File: config.mk
export PLATFORM = sky130hd
export DESIGN_NAME = accel_tap_detector_core
export DESIGN_NICKNAME = d
export VERILOG_FILES = /design/src/design/atd_pkg.sv /design/src/design/atd_ctrl.sv /design/src/design/atd_dp.sv /design/src/design/accel_tap_detector_core.sv
export SDC_FILE = /design/constraint.sdc
export NUM_CORES = 2
export LEC_CHECK = 0
export BUFFER_PORTS_ARGS = -buffer_cell sky130_fd_sc_hd__buf_4
export CELL_PAD_IN_SITES_DETAIL_PLACEMENT = 1
export CELL_PAD_IN_SITES_GLOBAL_PLACEMENT = 2
export CORE_ASPECT_RATIO = 0.9
export CORE_UTILIZATION = 40
export DETAILED_ROUTE_END_ITERATION = 7
export PLACE_DENSITY = 0.89
export SYNTH_ARGS = -nofsm -noshare
export SYNTH_HDL_FRONTEND = slang
export SYNTH_HIERARCHICAL = 1
export SYNTH_SLANG_ARGS = --single-unit
File: constraint.sdc
create_clock -name clk -period 13.1 [get_ports clk]
set_input_delay 1.31 -clock clk [delete_from_list [all_inputs] [get_ports clk]]
set_output_delay 1.31 -clock clk [all_outputs]
set_load 0.01 [all_outputs]
File: src/design/atd_pkg.sv
`timescale 1ns / 1ps
package atd_pkg;

  localparam logic [1:0] CMD_SAMPLE = 2'd0;
  localparam logic [1:0] CMD_HW_TAP = 2'd1;
  localparam logic [1:0] CMD_READ   = 2'd2;

  localparam logic REG_SENS_LEVEL = 1'b0;
  localparam logic REG_TAP_ENABLE = 1'b1;

  localparam logic [16:0] BASELINE_RESET = 17'd2509;
  localparam logic [1:0]  SENS_RESET     = 2'd2;

  typedef struct packed {
    logic [15:0] alpha;  // Q0.16
    logic [8:0]  thr;    // Q9.0 (unsigned integer)
    logic [7:0]  refr;   // ms
  } preset_t;

  typedef struct packed {
    logic       load;
    logic       sq;
    logic [1:0] axis;
    logic       sqrt;
    logic       mul;
    logic       upd;
    logic       commit;
  } dp_cmd_t;

  typedef struct packed {
    logic sample;    // incoming transaction is a handled sample
    logic out_busy;  // result register still holds an untaken result
  } dp_sts_t;

  // level 0 saturates to level 1
  function automatic preset_t preset_lookup(input logic [1:0] lvl);
    preset_t p;
    case (lvl)
      2'd0, 2'd1: p = '{alpha: 16'd11796, thr: 9'd256, refr: 8'd180};
      2'd3:       p = '{alpha: 16'd19661, thr: 9'd90,  refr: 8'd80};
      default:    p = '{alpha: 16'd16384, thr: 9'd154, refr: 8'd120};
    endcase
    return p;
  endfunction

endpackage

File: src/design/atd_ctrl.sv
`timescale 1ns / 1ps
module atd_ctrl import atd_pkg::*; (
  input  logic    clk,
  input  logic    rst_n,
  input  logic    in_valid,
  output logic    in_stall,
  input  dp_sts_t sts,
  output dp_cmd_t cmd
);

  localparam logic [2:0] S_IDLE = 3'd0;
  localparam logic [2:0] S_SQ   = 3'd1;
  localparam logic [2:0] S_SQRT = 3'd2;
  localparam logic [2:0] S_MUL  = 3'd3;
  localparam logic [2:0] S_UPD  = 3'd4;
  localparam logic [2:0] S_FIN  = 3'd5;

  logic [2:0] state_r, state_nxt;
  logic [3:0] cnt_r, cnt_nxt;

  always_comb begin
    state_nxt = state_r;
    cnt_nxt   = cnt_r;
    cmd       = '0;
    case (state_r)
      S_IDLE: begin
        if (in_valid) begin
          cmd.load = 1'b1;
          cnt_nxt  = 4'd0;
          state_nxt = sts.sample ? S_SQ : S_FIN;
        end
      end
      S_SQ: begin
        cmd.sq   = 1'b1;
        cmd.axis = cnt_r[1:0];
        if (cnt_r == 4'd2) begin
          cnt_nxt   = 4'd0;
          state_nxt = S_SQRT;
        end else begin
          cnt_nxt = cnt_r + 4'd1;
        end
      end
      S_SQRT: begin
        cmd.sqrt = 1'b1;
        cnt_nxt  = cnt_r + 4'd1;
        if (cnt_r == 4'd15) state_nxt = S_MUL;
      end
      S_MUL: begin
        cmd.mul   = 1'b1;
        state_nxt = S_UPD;
      end
      S_UPD: begin
        cmd.upd   = 1'b1;
        state_nxt = S_FIN;
      end
      S_FIN: begin
        if (!sts.out_busy) begin
          cmd.commit = 1'b1;
          state_nxt  = S_IDLE;
        end
      end
      default: state_nxt = S_IDLE;
    endcase
  end

  assign in_stall = (state_r != S_IDLE);

  always_ff @(posedge clk) begin
    if (!rst_n) begin
      state_r <= S_IDLE;
      cnt_r   <= 4'd0;
    end else begin
      state_r <= state_nxt;
      cnt_r   <= cnt_nxt;
    end
  end

  a_sample_starts: assert property (@(posedge clk) disable iff (!rst_n)
    cmd.load && sts.sample |=> state_r == S_SQ && cnt_r == 4'd0)
    else $error("sample transaction did not start squaring");

  a_sq_to_sqrt: assert property (@(posedge clk) disable iff (!rst_n)
    state_r == S_SQ && cnt_r == 4'd2 |=> state_r == S_SQRT && cnt_r == 4'd0)
    else $error("root iterations did not follow squaring");

  a_sqrt_done: assert property (@(posedge clk) disable iff (!rst_n)
    state_r == S_SQRT && cnt_r == 4'd15 |=> state_r == S_MUL)
    else $error("root did not end after sixteen steps");

  a_commit_free: assert property (@(posedge clk) disable iff (!rst_n)
    cmd.commit |=> state_r == S_IDLE && $past(!sts.out_busy))
    else $error("commit into an occupied result register");

endmodule

File: src/design/atd_dp.sv
`timescale 1ns / 1ps
module atd_dp import atd_pkg::*; (
  input  logic               clk,
  input  logic               rst_n,
  input  dp_cmd_t            cmd,
  output dp_sts_t            sts,
  input  logic               cfg_we,
  input  logic               cfg_index,
  input  logic [1:0]         cfg_wdata,
  input  logic [1:0]         in_command,
  input  logic signed [15:0] in_accel_x,
  input  logic signed [15:0] in_accel_y,
  input  logic signed [15:0] in_accel_z,
  input  logic [31:0]        in_now_ms,
  output logic               out_valid,
  input  logic               out_stall,
  output logic               out_flag_now,
  output logic               out_read_value,
  output logic [15:0]        out_magnitude
);

  logic [1:0]  sens_level_r;
  logic        tap_enable_r;
  logic [16:0] base_r, base_nxt;
  logic [31:0] last_tap_r;
  logic        pending_r;

  logic [1:0]  cmd_r;
  logic        samp_r;
  logic [31:0] now_r;
  logic [15:0] ax_r, ay_r, az_r;
  logic [31:0] v_r, root_r, bit_r;
  logic        ge_r;
  logic [32:0] prod_r;

  logic        out_valid_r;
  logic        out_flag_r, out_rd_r;
  logic [15:0] out_mag_r;

  preset_t     pre;
  logic [15:0] opnd, mag;
  logic [31:0] sq, trial;
  logic [16:0] diff, step;
  logic [33:0] rnd;
  logic signed [17:0] spike;
  logic [31:0] elapsed;
  logic        detect, pend_nxt, rd_nxt;

  function automatic logic [15:0] abs16(input logic signed [15:0] a);
    return a[15] ? (~a + 16'd1) : a;
  endfunction

  assign pre = preset_lookup(sens_level_r);
  assign mag = root_r[15:0];

  assign sts.sample   = (in_command == CMD_SAMPLE) && tap_enable_r;
  assign sts.out_busy = out_valid_r && out_stall;

  always_comb begin
    case (cmd.axis)
      2'd0:    opnd = ax_r;
      2'd1:    opnd = ay_r;
      default: opnd = az_r;
    endcase
  end
  assign sq    = {16'd0, opnd} * {16'd0, opnd};
  assign trial = root_r + bit_r;

  assign diff = ({1'b0, mag} >= base_r) ? ({1'b0, mag} - base_r) : (base_r - {1'b0, mag});
  assign rnd  = {1'b0, prod_r} + 34'd32768;
  assign step = rnd[32:16];
  assign base_nxt = ge_r ? (base_r + step) : (base_r - step);

  // decision uses the updated baseline
  assign spike   = $signed({2'b00, mag}) - $signed({1'b0, base_r});
  assign elapsed = now_r - last_tap_r;
  assign detect  = samp_r && (spike > $signed({9'd0, pre.thr}))
                   && (elapsed > {24'd0, pre.refr});

  always_comb begin
    pend_nxt = pending_r;
    rd_nxt   = 1'b0;
    if (samp_r) begin
      if (detect) pend_nxt = 1'b1;
    end else begin
      case (cmd_r)
        CMD_HW_TAP: pend_nxt = 1'b1;
        CMD_READ: begin
          rd_nxt   = pending_r;
          pend_nxt = 1'b0;
        end
        default: pend_nxt = pending_r;
      endcase
    end
  end

  // control and architectural state
  always_ff @(posedge clk) begin
    if (!rst_n) begin
      sens_level_r <= SENS_RESET;
      tap_enable_r <= 1'b1;
      base_r       <= BASELINE_RESET;
      last_tap_r   <= 32'd0;
      pending_r    <= 1'b0;
      out_valid_r  <= 1'b0;
    end else begin
      if (cfg_we) begin
        if (cfg_index == REG_SENS_LEVEL) sens_level_r <= cfg_wdata;
        else                             tap_enable_r <= cfg_wdata[0];
      end
      if (cmd.upd) base_r <= base_nxt;
      if (cmd.commit) begin
        pending_r <= pend_nxt;
        if (detect) last_tap_r <= now_r;
      end
      if (cmd.commit)               out_valid_r <= 1'b1;
      else if (out_valid_r && !out_stall) out_valid_r <= 1'b0;
    end
  end

  // payload
  always_ff @(posedge clk) begin
    if (cmd.load) begin
      cmd_r  <= in_command;
      samp_r <= sts.sample;
      now_r  <= in_now_ms;
      ax_r   <= abs16(in_accel_x);
      ay_r   <= abs16(in_accel_y);
      az_r   <= abs16(in_accel_z);
      v_r    <= 32'd0;
      root_r <= 32'd0;
      bit_r  <= 32'h4000_0000;
    end
    if (cmd.sq) v_r <= v_r + sq;
    if (cmd.sqrt) begin
      if (v_r >= trial) begin
        v_r    <= v_r - trial;
        root_r <= (root_r >> 1) + bit_r;
      end else begin
        root_r <= root_r >> 1;
      end
      bit_r <= bit_r >> 2;
    end
    if (cmd.mul) begin
      ge_r   <= ({1'b0, mag} >= base_r);
      prod_r <= {17'd0, pre.alpha} * {16'd0, diff};
    end
    if (cmd.commit) begin
      out_flag_r <= pend_nxt;
      out_rd_r   <= rd_nxt;
      out_mag_r  <= samp_r ? mag : 16'd0;
    end
  end

  assign out_valid      = out_valid_r;
  assign out_flag_now   = out_flag_r;
  assign out_read_value = out_rd_r;
  assign out_magnitude  = out_mag_r;

  a_commit_valid: assert property (@(posedge clk) disable iff (!rst_n)
    cmd.commit |=> out_valid_r && out_flag_r == pending_r)
    else $error("result flag disagrees with tap state");

  a_read_clears: assert property (@(posedge clk) disable iff (!rst_n)
    cmd.commit && !samp_r && cmd_r == CMD_READ |=> !pending_r)
    else $error("read did not clear tap flag");

  a_base_bounded: assert property (@(posedge clk) disable iff (!rst_n)
    cmd.upd && ge_r |=> base_r <= {1'b0, mag})
    else $error("baseline overshot magnitude");

endmodule

File: src/design/accel_tap_detector_core.sv
`timescale 1ns / 1ps
// Sample transaction: loaded on acceptance, then the shared squarer sums the three axis squares
// and the bit-serial square root runs, then multiply, update and commit when the result register
// is free. The next transaction is accepted only after commit, once the block is back in idle.
// Tap event, read, disabled sample: loaded on acceptance, then committed when the register is free.
// Synchronous active-low reset: sens_level 2, tap_enable 1, baseline 2509, flag clear.
module accel_tap_detector_core import atd_pkg::*; (
  input  logic               clk,
  input  logic               rst_n,
  input  logic               cfg_we,
  input  logic               cfg_index,
  input  logic [1:0]         cfg_wdata,
  input  logic               in_valid,
  output logic               in_stall,
  input  logic [1:0]         in_command,
  input  logic signed [15:0] in_accel_x,
  input  logic signed [15:0] in_accel_y,
  input  logic signed [15:0] in_accel_z,
  input  logic [31:0]        in_now_ms,
  output logic               out_valid,
  input  logic               out_stall,
  output logic               out_flag_now,
  output logic               out_read_value,
  output logic [15:0]        out_magnitude
);

  dp_cmd_t cmd;
  dp_sts_t sts;

  atd_ctrl u_ctrl (
    .clk      (clk),
    .rst_n    (rst_n),
    .in_valid (in_valid),
    .in_stall (in_stall),
    .sts      (sts),
    .cmd      (cmd)
  );

  atd_dp u_dp (
    .clk            (clk),
    .rst_n          (rst_n),
    .cmd            (cmd),
    .sts            (sts),
    .cfg_we         (cfg_we),
    .cfg_index      (cfg_index),
    .cfg_wdata      (cfg_wdata),
    .in_command     (in_command),
    .in_accel_x     (in_accel_x),
    .in_accel_y     (in_accel_y),
    .in_accel_z     (in_accel_z),
    .in_now_ms      (in_now_ms),
    .out_valid      (out_valid),
    .out_stall      (out_stall),
    .out_flag_now   (out_flag_now),
    .out_read_value (out_read_value),
    .out_magnitude  (out_magnitude)
  );

endmodule

==> results.toml <==
[global_route]
antenna_found_initial = 1
grt_max_degree = 87
grt_util_met2 = 0.350
gr-usage-met1 = 0.331
globalRouteOverflowTotal = 0
grt_pass1_wl_um = 153000
grt_most_used_layer = "met2"
grt_pass1_vias = 27600
grtUsageTotal = 0.225
use_met3 = 0.0337

[timing]
period_needed_ns = 10.01
max-slew-margin-rel = 0.238
setup_tns_ns = 0
fin_crit_sh = 0.764
hold_viol_final = 0
max_freq_mhz = 99.9
drv_slew = 0
finClkSkew_ns = 0.0326
setup_violations = 0
worst_pin_slew_ns = 1.13
rsz0062_at_grt = "false"

[status]
outcome = "completed"

[cts]
holdBufCountCts = 0
cts-root-buf = "clkbuf_16"
clkTransAtPathRegs_ns = 0.06
clock_sink_count = 260
cts_made_buffers = 35
postCtsSetupRepairBufs = 0
clock_path_buffers = 3
post_cts_resized = 0
worst_skew_pair.late_latency_ns = 0.59
cts_tree = "built"
htree_levels = 2

[synthesis]
ys.flop_type = "edfxtp_1"
yosys_warnings = 6
synth-seq-cells = 260
syn_inst = 3721
yosysUniqueCellTypes = 91
syn_nets = 4545
ys_async_sr_fraction = 0
synth_edf_count = 166
synth_area_mm2 = 0.0334
syn_avg_cell_area_um2 = 8.97
seq_area_frac_synth = 0.206

[critical_path]
critPathMostFrequentCell = "inv_1"
start_kind = "flop"
required_ns = 13.42
slowest_delay_ns = 0.86
endpoint_kind = "flop"
crit_type = "flop to flop"
crit_fanout = 27
crit_arrival_ns = 10.33
slowest_stage = "a31o_1"

[worst_hold_path]
hold_class = "flop to flop"

[drt]
postRouteAntennaNets = 0
drt-initial-drc-count = 1378
wire_per_inst_um = 19.1
totalWireLength_um = 94100
drc = 0
drt_pass1_iterations = 4
vias_per_cell = 5.28
num_vias = 26000

[placed_design]
hpwlAfterDp_um = 77400
io_buffers = 109
place_congestion = 0.921

[die]
die_y_um = 276
io_pins = 110
core-area_mm2 = 0.0827
start_util = 0.404
die_w_um = 307
rows = 100
design.die.area_mm2 = 0.0846

[final_layout]
final_cell_mix = "inv_1 (627), ha_1 (409), fa_1 (325)"
drive_gt1_frac = 0.0631
layout.nets = 4602
layout_commonest_cell = "inv_1"
area_growth_pct = 9.15
post-route-util = 0.441

[job]
max_cap_viol_count = 0
-- metal layers --
metal	vias up	share of wire	wire (um)
met4	0	0.017	1630
met2	407	0.44	41800
met5	-	0	0
li1	12600	-	-
met3	92	0.043	4040
met1	13000	0.50	46600
-- synthesized netlist by cell type (7+ instances only) --
library cell | instances | share of area
xnor2_1 | 165 | 0.043
nor3_1 | 48 | 0.0072
nand2_1 | 320 | 0.036
ha_1 | 409 | 0.15
o21ai_0 | 101 | 0.015
a211oi_1 | 31 | 0.0070
o31ai_1 | 15 | 0.0034
and3_1 | 28 | 0.0052
o311a_1 | 7 | 0.0021
nor4_1 | 13 | 0.0024
a221oi_1 | 22 | 0.0058
o211ai_1 | 25 | 0.0056
clkbuf_1 | 92 | 0.010
nor2b_1 | 28 | 0.0052
a21oi_1 | 198 | 0.030
xor2_1 | 95 | 0.025
mux2i_1 | 66 | 0.020
or2_2 | 7 | 0.0013
a31o_2 | 11 | 0.0029
nand3_1 | 51 | 0.0076
nand4_1 | 30 | 0.0056
edfxtp_1 | 166 | 0.15
inv_1 | 627 | 0.070
nand2b_1 | 30 | 0.0056
nand3b_1 | 9 | 0.0020
a211o_1 | 8 | 0.0021
nor2_1 | 300 | 0.034
and2_1 | 54 | 0.010
and4_1 | 9 | 0.0024
o41ai_1 | 10 | 0.0026
o21bai_1 | 28 | 0.0063
or3_1 | 21 | 0.0039
a21o_1 | 70 | 0.016
a31oi_1 | 36 | 0.0067
o21a_1 | 35 | 0.0079
fa_1 | 325 | 0.19
a22oi_1 | 7 | 0.0016
o21ai_1 | 15 | 0.0022
dfxtp_1 | 94 | 0.056
-- cell families (layout without fill, tap and decap cells) --
family,Yosys count,after routing,share of synthesized area
flops,260,260,0.206
compound gates,674,674,0.133
xor+xnor,260,260,0.0682
simple gates,977,977,0.136
buf+inv,745,829,0.0880
mux,71,71,0.0216
fa+ha+maj,734,734,0.348
other cells,0,1,0
-- metrics by stage --
| stage | cell area [um2] | hold slack (ns) | worst slack [ns] | std cells |
|---|---|---|---|---|
| 2_1_floorplan | 33400 | 0.431 | 4.58 | 3721 |
| 3_3_place_gp | 35300 | 0.442 | 3.55 | 4863 |
| 3_5_place_dp | 35300 | 0.450 | 3.18 | 4863 |
| 4_1_cts | 36400 | 0.463 | 3.14 | 4927 |
| 5_1_grt | 36400 | 0.470 | 2.43 | 4927 |
| 6_report | 36400 | 0.459 | 3.09 | 4928 |
-- layout make-up --
| type | instances | area, um2 |
|---|---|---|
| antenna | 1 | 2.50 |
| clock inverter | 22 | 236 |
| sequential | 260 | 6870 |
| clock buffer | 42 | 932 |
| multi-input combinational | 2716 | 23600 |
| timing repair buffer | 132 | 991 |
| inverter | 633 | 2380 |
| tap | 1122 | 1400 |
| fill | 9658 | 46300 |
-- flip-flops by register name, summed over array words and instances (netlist names), 2 cells and up --
signal	count
u_dp/ay_r	16
u_ctrl/cnt_r	4
u_dp/ax_r	16
u_dp/az_r	16
u_dp/out_magnitude	16
u_dp/last_tap_r	32
u_dp/v_r	32
u_dp/now_r	32
u_ctrl/state_r	3
u_dp/root_r	32
u_dp/cmd_r	2
u_dp/base_r	17
u_dp/bit_r	16
u_dp/sens_level_r	2
u_dp/prod_r	17
-- path summary, 6_finish.rpt --
| path | slack (ns) | start | to | depth (start not counted) |
|---|---|---|---|---|
| worst max register to register | 3.09 | u_dp/root_r[0]$_SDFFCE_PN0P_ | u_dp/prod_r[31]$_DFFE_PP_ | 35 |
| worst min-delay path | 0.46 | u_dp/last_tap_r[13]$_SDFFE_PN0P_ | u_dp/last_tap_r[13]$_SDFFE_PN0P_ | 2 |
| worst max-delay path | 3.09 | u_dp/root_r[0]$_SDFFCE_PN0P_ | u_dp/prod_r[31]$_DFFE_PP_ | 35 |
| worst min register to register | 0.46 | u_dp/last_tap_r[13]$_SDFFE_PN0P_ | u_dp/last_tap_r[13]$_SDFFE_PN0P_ | 2 |
-- critical path: cells and delay by family (launching register included) --
kind / cells / cell delay, ns
DFF: 1 / 0.43
buffers and inverters: 7 / 0.63
xor gates and xnor gates: 2 / 0.46
AOI/OAI and AO/OA: 14 / 3.89
and+or+nand+nor: 3 / 0.53
adders and majority gates: 9 / 3.76
Power is not shown: default switching activity piles up to over one toggle a cycle in this logic, so the estimate is an artifact.
